**config.mk**
```make
export PLATFORM = sky130hd
export DESIGN_NAME = block_cache_tag_controller_unit_flat
export DESIGN_NICKNAME = d
export VERILOG_FILES = /design/src/design/bctc_pkg.sv /design/src/design/bctc_req_if.sv /design/src/design/bctc_rsp_if.sv /design/src/design/bctc_ctrl.sv /design/src/design/bctc_datapath.sv /design/src/design/block_cache_tag_controller_unit.sv /design/src/flat_wrapper.sv
export SDC_FILE = /design/constraint.sdc
export NUM_CORES = 1
export LEC_CHECK = 0
export ABC_AREA = 1
export BUFFER_PORTS_ARGS = -buffer_cell sky130_fd_sc_hd__buf_2
export CORE_UTILIZATION = 35
export DETAILED_ROUTE_END_ITERATION = 6
export HOLD_SLACK_MARGIN = 0.02
export PLACE_DENSITY = 0.5
export SLEW_MARGIN = 20
export SYNTH_ARGS = -nofsm -noshare
export SYNTH_HDL_FRONTEND = slang
export SYNTH_SLANG_ARGS = --single-unit
```
**constraint.sdc**
```tcl
create_clock -name clk -period 5.21 [get_ports clk]
set_clock_uncertainty 0.05 [all_clocks]
set_input_delay 0.521 -clock clk [delete_from_list [all_inputs] [get_ports clk]]
set_output_delay 0.521 -clock clk [all_outputs]
set_load 0.02 [all_outputs]
```
**src/design/bctc_pkg.sv**
```systemverilog
// ----------------------------------------------------------------------------
// Block cache tag controller package
// Shared constants and the command and status groups between the controller
// and the datapath.
// ----------------------------------------------------------------------------
package bctc_pkg;

  // Replacement policy codes held in the configuration register.
  localparam int POLICY_W = 2;
  localparam logic [POLICY_W-1:0] POLICY_FIFO = 2'd0;
  localparam logic [POLICY_W-1:0] POLICY_LRU  = 2'd1;
  localparam logic [POLICY_W-1:0] POLICY_LFU  = 2'd2;

  // Fixed field widths of the result and of the entry stamp.
  localparam int SLOT_W  = 2;
  localparam int STAMP_W = 32;
  localparam int TOTAL_W = 32;

  // Commands from the controller to the datapath.
  typedef struct packed {
    logic load_req;   // capture an accepted request
    logic lookup;     // parallel tag compare
    logic choose;     // pick hit slot, free slot, FIFO victim or start scan
    logic scan_step;  // compare one more entry in the victim scan
    logic commit;     // update entry state and load the result register
  } cmd_t;

  // Status from the datapath to the controller.
  typedef struct packed {
    logic scan_needed;  // miss on a full cache under LRU or LFU
    logic scan_last;    // the scan is looking at the last entry
  } status_t;

endpackage

```
**src/design/bctc_req_if.sv**
```systemverilog
// ----------------------------------------------------------------------------
// Block cache request channel
// Valid/ready channel that carries one read or write request.
// ----------------------------------------------------------------------------
interface bctc_req_if #(
  parameter int BLOCK_BITS = 19
);
  logic                  valid;
  logic                  ready;
  logic                  kind;
  logic [BLOCK_BITS-1:0] block_number;

  modport source (output valid, output kind, output block_number, input ready);
  modport sink (input valid, input kind, input block_number, output ready);
endinterface

```
**src/design/bctc_rsp_if.sv**
```systemverilog
// ----------------------------------------------------------------------------
// Block cache result channel
// Valid/ready channel that carries the lookup result of one request.
// ----------------------------------------------------------------------------
interface bctc_rsp_if #(
  parameter int BLOCK_BITS = 19
);
  logic                         valid;
  logic                         ready;
  logic                         hit;
  logic [bctc_pkg::SLOT_W-1:0]  slot;
  logic                         writeback;
  logic [BLOCK_BITS-1:0]        writeback_block;
  logic [bctc_pkg::TOTAL_W-1:0] hit_total;

  modport source (
    output valid, output hit, output slot, output writeback,
    output writeback_block, output hit_total, input ready
  );
  modport sink (
    input valid, input hit, input slot, input writeback,
    input writeback_block, input hit_total, output ready
  );
endinterface

```
**src/design/bctc_ctrl.sv**
```systemverilog
// ----------------------------------------------------------------------------
// Block cache tag controller sequencer
// Steps one request through lookup, victim choice, optional scan and commit.
// ----------------------------------------------------------------------------
module bctc_ctrl (
  input  logic              clk,
  input  logic              rst,
  input  logic              in_valid,
  output logic              in_ready,
  input  logic              out_ready,
  output logic              out_valid,
  output bctc_pkg::cmd_t    cmd,
  input  bctc_pkg::status_t sts
);

  typedef enum logic [2:0] {
    ST_IDLE,
    ST_LOOKUP,
    ST_CHOOSE,
    ST_SCAN,
    ST_COMMIT
  } state_t;

  state_t state;
  state_t state_next;
  logic   out_free;

  // The result register can take a new result when empty or being drained.
  assign out_free = !out_valid || out_ready;
  assign in_ready = (state == ST_IDLE);

  // Next state and command decode.
  always_comb begin
    state_next = state;
    cmd = '0;
    case (state)
      ST_IDLE: begin
        if (in_valid) begin
          cmd.load_req = 1'b1;
          state_next = ST_LOOKUP;
        end
      end
      ST_LOOKUP: begin
        cmd.lookup = 1'b1;
        state_next = ST_CHOOSE;
      end
      ST_CHOOSE: begin
        cmd.choose = 1'b1;
        state_next = sts.scan_needed ? ST_SCAN : ST_COMMIT;
      end
      ST_SCAN: begin
        cmd.scan_step = 1'b1;
        if (sts.scan_last) begin
          state_next = ST_COMMIT;
        end
      end
      ST_COMMIT: begin
        if (out_free) begin
          cmd.commit = 1'b1;
          state_next = ST_IDLE;
        end
      end
      default: begin
        state_next = ST_IDLE;
      end
    endcase
  end

  // State and result valid flag.
  always_ff @(posedge clk) begin
    if (rst) begin
      state <= ST_IDLE;
      out_valid <= 1'b0;
    end else begin
      state <= state_next;
      if (cmd.commit) begin
        out_valid <= 1'b1;
      end else if (out_ready) begin
        out_valid <= 1'b0;
      end
    end
  end

endmodule

```
**src/design/bctc_datapath.sv**
```systemverilog
// ----------------------------------------------------------------------------
// Block cache tag controller datapath
// Entry tags and metadata, tag compare, victim scan and the result register.
// ----------------------------------------------------------------------------
module bctc_datapath #(
  parameter int ENTRIES    = 4,
  parameter int BLOCK_BITS = 19,
  parameter int USE_BITS   = 16
) (
  input  logic                                clk,
  input  logic                                rst,
  input  logic                                cfg_we,
  input  logic [bctc_pkg::POLICY_W-1:0]       cfg_data,
  input  logic                                req_kind,
  input  logic [BLOCK_BITS-1:0]               req_block,
  input  bctc_pkg::cmd_t                      cmd,
  output bctc_pkg::status_t                   sts,
  output logic                                rsp_hit,
  output logic [bctc_pkg::SLOT_W-1:0]         rsp_slot,
  output logic                                rsp_writeback,
  output logic [BLOCK_BITS-1:0]               rsp_writeback_block,
  output logic [bctc_pkg::TOTAL_W-1:0]        rsp_hit_total
);

  localparam int IDX_W  = (ENTRIES > 1) ? $clog2(ENTRIES) : 1;
  localparam int FILL_W = $clog2(ENTRIES + 1);
  localparam logic [USE_BITS-1:0] USE_MAX = {USE_BITS{1'b1}};
  localparam logic [bctc_pkg::TOTAL_W-1:0] TOTAL_MAX = {bctc_pkg::TOTAL_W{1'b1}};

  // Configuration and per-entry state.
  logic [bctc_pkg::POLICY_W-1:0] policy;
  logic [ENTRIES-1:0]            entry_valid;
  logic [ENTRIES-1:0]            entry_dirty;
  logic [BLOCK_BITS-1:0]         entry_block [ENTRIES];
  logic [USE_BITS-1:0]           entry_uses  [ENTRIES];
  logic [bctc_pkg::STAMP_W-1:0]  entry_stamp [ENTRIES];
  logic [bctc_pkg::STAMP_W-1:0]  use_clock;
  logic [FILL_W-1:0]             fill_count;
  logic [IDX_W-1:0]              fifo_pointer;
  logic [bctc_pkg::TOTAL_W-1:0]  hit_counter;

  // Per-request working registers.
  logic                          kind;
  logic [BLOCK_BITS-1:0]         block;
  logic                          hit;
  logic [IDX_W-1:0]              hit_idx;
  logic [IDX_W-1:0]              target;
  logic [IDX_W-1:0]              scan_idx;
  logic [bctc_pkg::STAMP_W-1:0]  best_key;

  logic                          full;
  logic                          by_scan;
  logic [ENTRIES-1:0]            match;
  logic                          match_any;
  logic [IDX_W-1:0]              match_idx;
  logic [bctc_pkg::STAMP_W-1:0]  first_key;
  logic [bctc_pkg::STAMP_W-1:0]  scan_key;
  logic [USE_BITS-1:0]           target_uses;
  logic [USE_BITS-1:0]           uses_new;
  logic [bctc_pkg::STAMP_W-1:0]  clock_new;
  logic                          dirty_new;
  logic                          evict_dirty;

  assign full    = (fill_count == FILL_W'(ENTRIES));
  assign by_scan = policy inside {bctc_pkg::POLICY_LRU, bctc_pkg::POLICY_LFU};

  // Parallel tag compare with the lowest matching entry taking priority.
  always_comb begin
    match_idx = '0;
    for (int i = 0; i < ENTRIES; i++) begin
      match[i] = entry_valid[i] && (entry_block[i] == block);
    end
    for (int i = ENTRIES - 1; i >= 0; i--) begin
      if (match[i]) begin
        match_idx = IDX_W'(i);
      end
    end
  end
  assign match_any = |match;

  // Replacement key: stamp for LRU, use count for LFU.
  assign first_key = (policy == bctc_pkg::POLICY_LRU) ? entry_stamp[0]
                                                       : bctc_pkg::STAMP_W'(entry_uses[0]);
  assign scan_key  = (policy == bctc_pkg::POLICY_LRU) ? entry_stamp[scan_idx]
                                                       : bctc_pkg::STAMP_W'(entry_uses[scan_idx]);

  assign sts.scan_needed = !hit && full && by_scan && (ENTRIES > 1);
  assign sts.scan_last   = (scan_idx == IDX_W'(ENTRIES - 1));

  // New metadata for the slot being accessed.
  assign target_uses = hit ? entry_uses[target] : '0;
  assign uses_new    = (target_uses == USE_MAX) ? target_uses : target_uses + 1'b1;
  assign clock_new   = use_clock + 1'b1;
  assign dirty_new   = kind || (hit && entry_dirty[target]);
  assign evict_dirty = !hit && full && entry_valid[target] && entry_dirty[target];

  // Request capture, lookup and victim choice.
  always_ff @(posedge clk) begin
    if (cmd.load_req) begin
      kind  <= req_kind;
      block <= req_block;
    end
    if (cmd.lookup) begin
      hit     <= match_any;
      hit_idx <= match_idx;
    end
    if (cmd.choose) begin
      scan_idx <= IDX_W'(1);
      best_key <= first_key;
      if (hit) begin
        target <= hit_idx;
      end else if (!full) begin
        target <= IDX_W'(fill_count);
      end else if (by_scan) begin
        target <= '0;
      end else begin
        target <= fifo_pointer;
      end
    end
    if (cmd.scan_step) begin
      scan_idx <= scan_idx + 1'b1;
      if (scan_key < best_key) begin
        best_key <= scan_key;
        target   <= scan_idx;
      end
    end
  end

  // Entry state, counters and configuration.
  always_ff @(posedge clk) begin
    if (rst) begin
      policy       <= bctc_pkg::POLICY_FIFO;
      entry_valid  <= '0;
      entry_dirty  <= '0;
      use_clock    <= '0;
      fill_count   <= '0;
      fifo_pointer <= '0;
      hit_counter  <= '0;
      for (int i = 0; i < ENTRIES; i++) begin
        entry_uses[i]  <= '0;
        entry_stamp[i] <= '0;
      end
    end else begin
      if (cfg_we) begin
        policy <= cfg_data;
      end
      if (cmd.commit) begin
        entry_valid[target] <= 1'b1;
        entry_dirty[target] <= dirty_new;
        entry_uses[target]  <= uses_new;
        entry_stamp[target] <= clock_new;
        use_clock           <= clock_new;
        if (hit) begin
          if (hit_counter != TOTAL_MAX) begin
            hit_counter <= hit_counter + 1'b1;
          end
        end else if (!full) begin
          fill_count <= fill_count + 1'b1;
        end else if (!by_scan) begin
          fifo_pointer <= (fifo_pointer == IDX_W'(ENTRIES - 1)) ? '0
                                                                 : fifo_pointer + 1'b1;
        end
      end
    end
  end

  // Tag write and the result register.
  always_ff @(posedge clk) begin
    if (cmd.commit) begin
      if (!hit) begin
        entry_block[target] <= block;
      end
      rsp_hit             <= hit;
      rsp_slot            <= bctc_pkg::SLOT_W'(target);
      rsp_writeback       <= evict_dirty;
      rsp_writeback_block <= evict_dirty ? entry_block[target] : '0;
      rsp_hit_total       <= (hit && (hit_counter != TOTAL_MAX)) ? hit_counter + 1'b1
                                                                 : hit_counter;
    end
  end

endmodule

```
**src/design/block_cache_tag_controller_unit.sv**
```systemverilog
// ----------------------------------------------------------------------------
// Block cache tag controller
// Tag and metadata controller for a small fully associative write-back cache.
// ----------------------------------------------------------------------------
// Each request steps through capture, parallel tag compare, slot choice and
// commit, each a sequencer state; commit loads the output register, and the
// next request is taken once the sequencer is back in idle. When a miss finds
// every entry in use and the policy is LRU or LFU, a victim scan between slot
// choice and commit compares one entry's stamp or use count per cycle. A new
// request is taken while the previous result still waits in the output
// register; commit stalls only if that register has not yet been read. The
// user must write the policy register (0 FIFO, 1 LRU, 2 LFU, 3 as FIFO) only
// while no request is in flight; the block itself does not enforce this.
module block_cache_tag_controller_unit #(
  parameter int ENTRIES    = 4,
  parameter int BLOCK_BITS = 19,
  parameter int USE_BITS   = 16
) (
  input  logic                          clk,
  input  logic                          rst,
  input  logic                          cfg_we,
  input  logic [bctc_pkg::POLICY_W-1:0] cfg_data,
  bctc_req_if.sink                      req,
  bctc_rsp_if.source                    rsp
);

  bctc_pkg::cmd_t    cmd;
  bctc_pkg::status_t sts;

  // Request sequencer.
  bctc_ctrl u_ctrl (
    .clk       (clk),
    .rst       (rst),
    .in_valid  (req.valid),
    .in_ready  (req.ready),
    .out_ready (rsp.ready),
    .out_valid (rsp.valid),
    .cmd       (cmd),
    .sts       (sts)
  );

  // Tags, metadata and result register.
  bctc_datapath #(
    .ENTRIES    (ENTRIES),
    .BLOCK_BITS (BLOCK_BITS),
    .USE_BITS   (USE_BITS)
  ) u_datapath (
    .clk                 (clk),
    .rst                 (rst),
    .cfg_we              (cfg_we),
    .cfg_data            (cfg_data),
    .req_kind            (req.kind),
    .req_block           (req.block_number),
    .cmd                 (cmd),
    .sts                 (sts),
    .rsp_hit             (rsp.hit),
    .rsp_slot            (rsp.slot),
    .rsp_writeback       (rsp.writeback),
    .rsp_writeback_block (rsp.writeback_block),
    .rsp_hit_total       (rsp.hit_total)
  );

endmodule
```
**src/flat_wrapper.sv**
```systemverilog
// flat-port wrapper written by rule: the top's interface ports become plain ports
module block_cache_tag_controller_unit_flat 
#(
  parameter int ENTRIES    = 4,
  parameter int BLOCK_BITS = 19,
  parameter int USE_BITS   = 16
)
  (clk, rst, cfg_we, cfg_data, req_valid, req_kind, req_block_number, req_ready, rsp_valid, rsp_hit, rsp_slot, rsp_writeback, rsp_writeback_block, rsp_hit_total, rsp_ready);
  bctc_req_if #(.BLOCK_BITS(BLOCK_BITS)) req_i ();
  bctc_rsp_if #(.BLOCK_BITS(BLOCK_BITS)) rsp_i ();
  input  logic clk;
  input  logic rst;
  input  logic cfg_we;
  input  logic [bctc_pkg::POLICY_W-1:0] cfg_data;
  input wire logic [$bits(req_i.valid)-1:0] req_valid;
  input wire logic [$bits(req_i.kind)-1:0] req_kind;
  input wire logic [$bits(req_i.block_number)-1:0] req_block_number;
  output wire logic [$bits(req_i.ready)-1:0] req_ready;
  output wire logic [$bits(rsp_i.valid)-1:0] rsp_valid;
  output wire logic [$bits(rsp_i.hit)-1:0] rsp_hit;
  output wire logic [$bits(rsp_i.slot)-1:0] rsp_slot;
  output wire logic [$bits(rsp_i.writeback)-1:0] rsp_writeback;
  output wire logic [$bits(rsp_i.writeback_block)-1:0] rsp_writeback_block;
  output wire logic [$bits(rsp_i.hit_total)-1:0] rsp_hit_total;
  input wire logic [$bits(rsp_i.ready)-1:0] rsp_ready;
  assign req_i.valid = req_valid;
  assign req_i.kind = req_kind;
  assign req_i.block_number = req_block_number;
  assign req_ready = req_i.ready;
  assign rsp_valid = rsp_i.valid;
  assign rsp_hit = rsp_i.hit;
  assign rsp_slot = rsp_i.slot;
  assign rsp_writeback = rsp_i.writeback;
  assign rsp_writeback_block = rsp_i.writeback_block;
  assign rsp_hit_total = rsp_i.hit_total;
  assign rsp_i.ready = rsp_ready;
  block_cache_tag_controller_unit #(.ENTRIES(ENTRIES), .BLOCK_BITS(BLOCK_BITS), .USE_BITS(USE_BITS)) u_core (.clk(clk), .rst(rst), .cfg_we(cfg_we), .cfg_data(cfg_data), .req(req_i), .rsp(rsp_i));
endmodule
```
## Word level (Yosys, flattened, before mapping)

Memories as Yosys holds them, arrays and structs flattened. A register that Yosys moved wholly into a read port is not among the register bits.
Index checks and enable logic that the tools add are counted.

- Register bits: 178
- Bits in latches: 0
- Bits in writable memories: 268
- Word-level logic and storage cells: 140
- Memories kept: 3
- Bits in read-only memories: 0

Memory list:

| memory | words | width | rd ports | clocked after Yosys merged registers in | write ports | RTL line | text |
|---|---|---|---|---|---|---|---|
| u_core.u_datapath.entry_stamp | 4 | 32 | 2 | 1 | 4 | bctc_datapath.sv:36 | `logic [bctc_pkg::STAMP_W-1:0] entry_stamp [ENTRIES];` |
| u_core.u_datapath.entry_block | 4 | 19 | 5 | 1 | 1 | bctc_datapath.sv:34 | `logic [BLOCK_BITS-1:0] entry_block [ENTRIES];` |
| u_core.u_datapath.entry_uses | 4 | 16 | 3 | 2 | 4 | bctc_datapath.sv:35 | `logic [USE_BITS-1:0] entry_uses [ENTRIES];` |

- Equal/unequal tests: 18
- Divide/modulo/power cells: 0
- Reductions and logical operators: 28
- Multiplexer cells: 57
- Bitwise operators: 4
- $add $sub $neg: 6
- Order comparisons: 3
- Multipliers: 0
- Shifts and indexed selects: 0

Operators with widths:

| kind | number |
|---|---|
| 32-bit two-way mux | 7 |
| 19-bit equality test | 4 |
| 32-bit by 1-bit adder with 32-bit output (second input constant) | 2 |
| 16-bit two-way mux | 3 |
| 32-bit < comparator | 1 |
| 32-bit != test (second input constant) | 1 |
| 32-bit OR reduction | 1 |
| 2-bit two-way mux | 15 |
| 1-bit two-way mux | 23 |
| 16-bit by 1-bit adder with 16-bit output (second input constant) | 1 |
| 16-bit equality test (second input constant) | 1 |
| 16-bit OR reduction | 1 |
| 3-bit case mux with 5 select lines | 1 |
| 3-bit two-way mux | 4 |
| 1-bit logical AND | 11 |
| 3-bit AND reduction | 3 |
| 2-bit equality test (second input constant) | 3 |
| 3-bit by 2-bit equality test with 1-bit output (second input constant) | 2 |
| 3-bit equality test (second input constant) | 2 |
| 2-bit nonzero test | 3 |
| 2-bit by 1-bit adder with 2-bit output (second input constant) | 2 |
| 1-bit binary-select mux with 2-bit select | 2 |
| 4-bit bitwise mux | 1 |
| 2-bit != test (second input constant) | 2 |
| 15 further kinds | 20 |

## Depth between registers and ports, before layout

Gate-level depths: netlist of the first run.

- Depth in word-level cells: 9
- Depth in mapped cells: 22

## Hierarchy

From an unflattened synthesis of the first run, not the netlist that was laid out.

- Cell total of the unflattened synthesis: 2466
- Area total of the unflattened synthesis: 22614.2 um^2

By module, submodules not included:

| module | instances | cells an instance | area an instance (um^2) |
|---|---|---|---|
| bctc_datapath | 1 | 2424 | 22343.9 |
| bctc_ctrl | 1 | 42 | 270.3 |

## Worst setup path before layout of the first run

OpenSTA, ideal clock, no wires.

- Path type: in2reg
- From: in rsp_ready
- To: mem u_core.u_datapath.entry_stamp[2][0] in the netlist's numbering (enable)
- Stages: 9
- Buffers on the path: 1
- Setup slack: 346 ps
- Arrival time: 4408 ps
- Library setup time: 407 ps
- Path through: nor2_1 > nor2_2 > inv_2 > nor2_4 > clkinv_1 > nor2_1 > inv_2 > clkbuf_1 > nand2_1

RTL lines:

| item | RTL line | text |
|---|---|---|
| start, declared | flat_wrapper.sv:25 | `input wire logic [$bits(rsp_i.ready)-1:0] rsp_ready;` |
| end, declared | bctc_datapath.sv:36 |  |

==> results.md, run 1 <==
- Status: finished clean
- Pwr/cell area: 385.5 nW/µm²
- Logic gate share of total power: 17.3%
- Routability cong.: 0.9172
- Max-cap violations: 0
- Peak supply drop: 0.2366 mV
- Post-synthesis sequential area ratio: 56.85%
- ANT cells: 0
- Synth cell types: 57
- Largest fanout on the critical path: 28
- Die extent in y: 256.0 µm
- Total gr overflow: 0
- Number of top-level pins: 84
- Synthesized area: 22570 µm²
- CTS root buffer: clkbuf_16
- Most common cell after layout, fill and taps aside: nand2_1
- Core ar.: 63430 µm²
- I/O Buffers: 83
- CTS tree: done
- Sw frac: 29.78%
- Critical path type: reg2reg
- Die ar.: 65520 µm²
- Hold depth: 1
- Critical path required time: 5.65 ns
- Unrepaired setup endpoints after global routing: no
- Initial DRC Count: 1567
- Leakage: 9.880 nW
- DRC Markers: 0
- Synthesized Nets: 2540
- Measured slew at the worst slew-check pin: 0.9730 ns
- Mean Syn Cell Area: 9.125 µm²
- Clk Latency, worst-skew pair: 0.62 ns
- Rel. slew slack: 33.45%
- Final period util: 75.59%
- HPWL Detailed: 43.91 mm
- Worst min path class: in2reg
- Clk sinks: 467
- Hold Crit Start: req_block_number[8]
- First-pass GRT wire length: 103.1 mm
- Max Transition Viols Final: 0
- Pre-Repair DR Iteration Count: 5
- Initial Util: 35.59%
- Largest net degree at the start of global routing: 67
- WP data arrival: 4.38 ns
- Number of global-route vias before repair: 17510
- Clock group share of total power: 39.3%
- CTS resizes: 0
- Most frequent cells in the layout: 422 x nand2_1, 349 x nor2_1, 348 x edfxtp_1, 257 x inv_1, 250 x o21ai_0
- Routed vias/inst: 5.136
- Final hold violations: 0
- GRT Resource Usage Total: 20.35%
- Cells after synthesis: 2474
- Internal: 7.038 mW
- Share of layout cells above drive strength 1: 10.48%
- Post-detailed-routing wire length: 67.65 mm
- Fmax: 253.9 MHz
- Endpoint class of the critical path: flop
- Synth Warn #: 0
- Number of core rows: 92
- Post-CTS Setup Bufs: 0
- Util after Layout: 40.99%
- Avg WL per Cell: 19.61 µm
- Startpoint Class: flop
- Post-DRT Antenna Nets: 0
- Reg2reg path depth: 17
- Clock buffer depth: 3
- Routed via count: 17720
- Synth Register Bits: 467
- Filler Cells Inserted: 6198
- TritonCTS buffer count: 52
- Initial antenna violation count: 0
- Worst-path clk slew: 0.06 ns
- Design Power: 10.02 mW
- Register share of total power: 43.4%
- Nets: 2626
- Fin crit period: 3.938 ns
- Die Wd: 256.0 µm
- Final setup fails: 0
- CTS H-tree depth: 2
- Area Growth Syn to Fin: 15.17%
- Psw: 2.985 mW
- TNS Setup: 0 ns
[path summary, 6_finish.rpt]
| kind | end | slack [ns] |
|---|---|---|
| setup / recovery | u_core.u_datapath.best_key[11] | 1.27 |
| hold / removal | u_core.u_datapath.block[8] | 0.05 |
| setup reg to reg | u_core.u_datapath.best_key[11] | 1.27 |
| hold reg to reg | u_core.u_datapath.policy[1] | 0.43 |
[power groups by stage]
stage	clock (mW)	combinational (mW)	sequential, mW
finish	3.93	1.74	4.35
detailed placement	0	1.72	4.43
global route	4.16	1.92	4.37
CTS	4.03	1.74	4.35
global placement	0	1.70	4.42
floorplan	0	1.14	4.40
[routing by layer]
metal	GRT usage, %	vias to the layer above	share of wire (%)
met5	0	-	0
met4	8.034	0	3.5
met3	2.189	128	4.8
met2	34.62	524	48
met1	26.47	8469	44
li1	-	8598	-
[cell families (layout without fill, tap and decap cells)]
| logic type | count (synthesis) | in the layout | synth area share, % |
|---|---|---|---|
| muxes | 1 | 1 | 0.04434 |
| and+or+nand+nor | 976 | 976 | 17.91 |
| AOI/OAI and AO/OA | 520 | 520 | 13.06 |
| DFF | 467 | 467 | 56.85 |
| xor gates and xnor gates | 85 | 85 | 3.331 |
| buffers and inverters | 386 | 516 | 6.646 |
| adders and majority gates | 39 | 39 | 2.162 |
[cell usage after synthesis, drive strengths merged]
master | n | area share, %
or2 | 9 | 0.25
xor2 | 66 | 2.6
buf | 27 | 0.66
a21oi | 112 | 2.5
o21ai | 254 | 5.6
a31oi | 36 | 1.0
clkbuf | 87 | 1.4
o2111ai | 4 | 0.16
nand3 | 106 | 2.4
edfxtp | 348 | 46
inv | 268 | 4.5
o31ai | 1 | 0.033
a221oi | 11 | 0.43
clkinv | 4 | 0.072
nor3b | 1 | 0.083
o22ai | 38 | 1.1
xnor2 | 19 | 0.74
o221ai | 1 | 0.039
o21a | 1 | 0.033
a211oi | 9 | 0.30
o211ai | 17 | 0.57
nand3b | 1 | 0.033
and2 | 1 | 0.028
mux2i | 1 | 0.044
a22o | 3 | 0.12
a2111oi | 4 | 0.18
nand4 | 19 | 0.53
a31o | 2 | 0.078
nor2 | 363 | 6.2
or4 | 1 | 0.033
a21boi | 1 | 0.033
nor3 | 33 | 0.75
dfxtp | 119 | 11
nor4 | 10 | 0.30
ha | 39 | 2.2
a22oi | 26 | 0.89
and3 | 1 | 0.028
nand2 | 431 | 7.2
[registers in the layout, summed over array words and instances (netlist names), 2 cells and up, named ones only]
signal / count
u_core.u_datapath.entry_block: 76
u_core.u_ctrl.state: 3
u_core.u_datapath.entry_dirty: 4
u_core.u_datapath.best_key: 32
u_core.u_datapath.entry_stamp: 128
u_core.u_datapath.rsp_writeback_block: 19
u_core.u_datapath.entry_valid: 4
u_core.u_datapath.entry_uses: 64
u_core.u_datapath.fill_count: 3
u_core.u_datapath.block: 19
u_core.u_datapath.hit_counter: 32
u_core.u_datapath.rsp_slot: 2
u_core.u_datapath.hit_idx: 2
u_core.u_datapath.use_clock: 32
u_core.u_datapath.rsp_hit_total: 32
u_core.u_datapath.target: 2
u_core.u_datapath.scan_idx: 2
u_core.u_datapath.policy: 2
u_core.u_datapath.fifo_pointer: 2
[timing repair]
action	4_1_cts	5_1_grt
endpoints found under the setup margin	0	0
hold endpoints to repair	19	0
hold buffers	19	0
[through the flow]
step	setup WS [ns]	instance area, µm²	hold WS [ns]	cells
after CTS	1.285	25990	0.02302	3450
after global placement	1.380	23990	0.4005	3333
after global routing	0.9971	26000	0.02901	3450
after floorplan	0.3457	22570	0.3706	2474
after detailed placement	1.334	23990	0.4205	3333
final	1.272	26000	0.05337	3450
[layout make-up]
class | count | area (µm²) | area share (%)
Tap cell | 846 | 1059 | 4.071
Inverter | 272 | 1025 | 3.941
Sequential cell | 467 | 12830 | 49.37
Clock inverter | 34 | 439.2 | 1.689
Clock buffer | 64 | 1376 | 5.294
Multi-Input combinational cell | 1621 | 8304 | 31.94
Timing Repair Buffer | 146 | 960.9 | 3.696
[critical path: stages (launching register included)]
cell and delay, ns:
dfxtp_2 0.32, inv_1 0.60, buf_4 0.34, o21ai_0 0.11, o22ai_1 0.15, nor2_1 0.06, a31oi_1 0.25, ha_1 0.30
a21oi_1 0.13, nor2_1 0.05, a2111oi_0 0.37, buf_4 0.17, nand2_1 0.12, nand2_1 0.11, nand2_1 0.16, buf_4 0.33
nand2_1 0.11, nand2_1 0.05
No activity file was read; power rests on OpenSTA's default activity.
==> run 2: changes to the inputs <==
==> constraint.sdc (replaced) <==
create_clock -name clk -period 3.7 [get_ports clk]
set_clock_uncertainty 0.05 [all_clocks]
set_input_delay 0.37 -clock clk [delete_from_list [all_inputs] [get_ports clk]]
set_output_delay 0.37 -clock clk [all_outputs]
set_load 0.02 [all_outputs]
==> run 2 against run 1 <==
Compared with the run above: worst setup slack got worse by 0.82 ns; critical path type unchanged; count of clock-buffer cells in the layout rose by 9; largest power group unchanged; global-route usage rose by 0.41 points; critical endpoint is now u_core.u_datapath.best_key[22].
==> results.md, run 2 (same netlist as run 1, synthesis figures left out) <==
- Status: finished clean (unchanged)
- I/O Buffers: 83 (unchanged)
- Design Power: 13.91 mW (was 10.02 mW)
- Max Transition Viols Final: 0 (unchanged)
- Post-DRT Antenna Nets: 0 (unchanged)
- ANT cells: 0 (unchanged)
- WP data arrival: 3.70 ns (was 4.38 ns)
- Crit path max-delay cell type: dfxtp_2 (was inv_1)
- Rel. slew slack: 26.16% (was 33.45%)
- Most frequent cells in the layout: 422 x nand2_1, 349 x nor2_1, 348 x edfxtp_1, 256 x inv_1, 250 x o21ai_0 (was 422 x nand2_1, 349 x nor2_1, 348 x edfxtp_1, 257 x inv_1, 250 x o21ai_0)
- Clk sinks: 467 (unchanged)
- Routability cong.: 0.9149 (was 0.9172)
- Routed via count: 17810 (was 17720)
- Measured slew at the worst slew-check pin: 1.108 ns (was 0.9730 ns)
- Worst hold endpoint: u_core.u_ctrl.state[2] (was u_core.u_datapath.block[8])
- R2R setup slack: 0.45 ns (was 1.27 ns)
- Final hold violations: 0 (unchanged)
- Util after Layout: 41.17% (was 40.99%)
- CTS tree: done (unchanged)
- Reg2reg end: u_core.u_datapath.best_key[22] (was u_core.u_datapath.best_key[11])
- Clock buffer depth: 3 (unchanged)
- Reg2reg path depth: 16 (was 17)
- TritonCTS buffer count: 52 (unchanged)
- Crit-path cells: inv_2, buf_12, o21ai_0, o22ai_1, nor2_1, a31oi_1, ha_1, nand4_1, a31oi_1, a2111oi_0, nand2_1, nand2_1, nand2_1, buf_4, nand2_1, nand2_1 (was inv_1, buf_4, o21ai_0, o22ai_1, nor2_1, a31oi_1, ha_1, a21oi_1, nor2_1, a2111oi_0, buf_4, nand2_1, nand2_1, nand2_1, buf_4, nand2_1, nand2_1)
- GRT Resource Usage Total: 20.76% (was 20.35%)
- Most flop-heavy register: u_core.u_datapath.entry_stamp (unchanged)
- Most used cell, CP: nand2_1 (unchanged)
- HPWL Detailed: 44.63 mm (was 43.91 mm)
- Unrepaired setup endpoints after global routing: no (unchanged)
- CTS resizes: 0 (unchanged)
- Fmax: 308.1 MHz (was 253.9 MHz)
- Nets: 2640 (was 2626)
- Core ar.: 63430 µm² (unchanged)
- Worst-path clk slew: 0.06 ns (about the same)
- Max reg flops: 128 (unchanged)
- CTS H-tree depth: 2 (unchanged)
- Pwr/cell area: 532.5 nW/µm² (was 385.5 nW/µm²)
- Hold depth: 2 (was 1)
- Max-cap violations: 0 (unchanged)
- Leakage: 9.936 nW (was 9.880 nW)
- Die extent in y: 256.0 µm (unchanged)
- Most common cell after layout, fill and taps aside: nand2_1 (unchanged)
- Number of top-level pins: 84 (unchanged)
- Area Growth Syn to Fin: 15.68% (was 15.17%)
- DRC Markers: 0 (unchanged)
- Final setup fails: 0 (unchanged)
- Worst min path class: in2reg (unchanged)
- Post-DP Area: 24140 µm² (was 23990 µm²)
- Endpoint class of the critical path: flop (unchanged)
- Regs by FF count: u_core.u_datapath.entry_stamp (128), u_core.u_datapath.entry_block (76), u_core.u_datapath.entry_uses (64) (unchanged)
- Share of layout cells above drive strength 1: 10.43% (was 10.48%)
- Fin crit period: 3.245 ns (was 3.938 ns)
- Initial Util: 35.59% (unchanged)
- Number of core rows: 92 (unchanged)
- Crit path largest cell delay: 0.34 ns (was 0.60 ns)
- Final period util: 87.71% (was 75.59%)
- Critical path type: reg2reg (unchanged)
- Hold Crit Start: rst (was req_block_number[8])
- Critical path required time: 4.15 ns (was 5.65 ns)
- Pre-Repair DR Iteration Count: 6 (was 5)
- First-pass GRT wire length: 105.4 mm (was 103.1 mm)
- Avg WL per Cell: 19.73 µm (was 19.61 µm)
- TNS Setup: 0 ns (unchanged)
- Peak supply drop: 0.3414 mV (was 0.2366 mV)
- Total gr overflow: 0 (unchanged)
- Clk Latency, worst-skew pair: 0.62 ns (about the same)
- Number of global-route vias before repair: 17800 (was 17510)
- Routed vias/inst: 5.141 (was 5.136)
- Die ar.: 65520 µm² (unchanged)
- Die Wd: 256.0 µm (unchanged)
- Largest net degree at the start of global routing: 83 (was 67)
- Largest fanout on the critical path: 33 (was 28)
- Final instance area: 26110 µm² (was 26000 µm²)
- CTS root buffer: clkbuf_16 (unchanged)
- Initial DRC Count: 1528 (was 1567)
- Startpoint Class: flop (unchanged)
- Initial antenna violation count: 0 (unchanged)
- Post-detailed-routing wire length: 68.34 mm (was 67.65 mm)
## run 2: cell types whose count changed in the layout (fill, tap and decap cells not counted), sizes merged, moves of 3 or more
cell / delta
buf: +9
bufinv: -3
clkbuf: +9
dlygate4sd3: +5
inv: -6
## run 2: how the worst max path moves through the flow
stage                            from                                   to  slack (ns)  depth (start not counted)
2_1_floorplan  u_core.u_ctrl.state[0]  u_core.u_datapath.entry_block[1][0]       -0.04                          6
3_3_place_gp                     flop        u_core.u_datapath.best_key[0]        0.49                         18
3_5_place_dp                     flop       u_core.u_datapath.best_key[30]        0.46                         16
4_1_cts                          flop       u_core.u_datapath.best_key[22]        0.43                         16
5_1_grt                          flop       u_core.u_datapath.best_key[31]        0.14                         18
6_report                         flop       u_core.u_datapath.best_key[22]        0.45                         16
## run 2: where the power goes
group / total, mW / internal, mW / switching [mW] / leakage [nW]
sequential: 6.13 / 5.95 / 0.180 / 4.38
combinational: 2.46 / 0.743 / 1.71 / 4.72
clock: 5.32 / 3.12 / 2.20 / 0.834
total: 13.9 / 9.82 / 4.09 / 9.94
## run 2: per-stage QoR
step,hold WS [ns],worst slack (ns),instances
2_1_floorplan,0.3706,-0.03904,2474
3_3_place_gp,0.4008,0.4935,3342
3_5_place_dp,0.4073,0.4631,3342
4_1_cts,0.07176,0.4320,3464
5_1_grt,0.09585,0.1430,3464
6_report,0.1089,0.4546,3464
## run 2: worst max-delay path, delay by kind of cell (launching register included)
family	cells	cell delay, ns
AO/OA/AOI/OAI	5	0.87
adder cells (fa/ha/maj)	1	0.30
buffers and inverters	3	0.81
flip-flops	1	0.34
AND/OR/NAND/NOR	7	0.74
## run 2: cell type report
class	instances	area, µm²
fill	6220	37310
clock buffer	73	1473
tap	846	1059
clock inverter	25	257.7
timing repair buffer	160	1166
inverter	272	1025
multi-input combinational	1621	8299
sequential	467	12830
## run 2: routing by layer
metal	global-route usage (%)	wire length, µm
met3	2.812	3622
met5	0	0
met1	28.02	30800
met2	34.31	32020
met4	6.753	1904
## run 2: repair_timing
| action | in CTS | in global routing |
|---|---|---|
| buffers inserted | 0 | 0 |
| hold buffers | 24 | 0 |
| endpoints found under the hold margin | 22 | 0 |
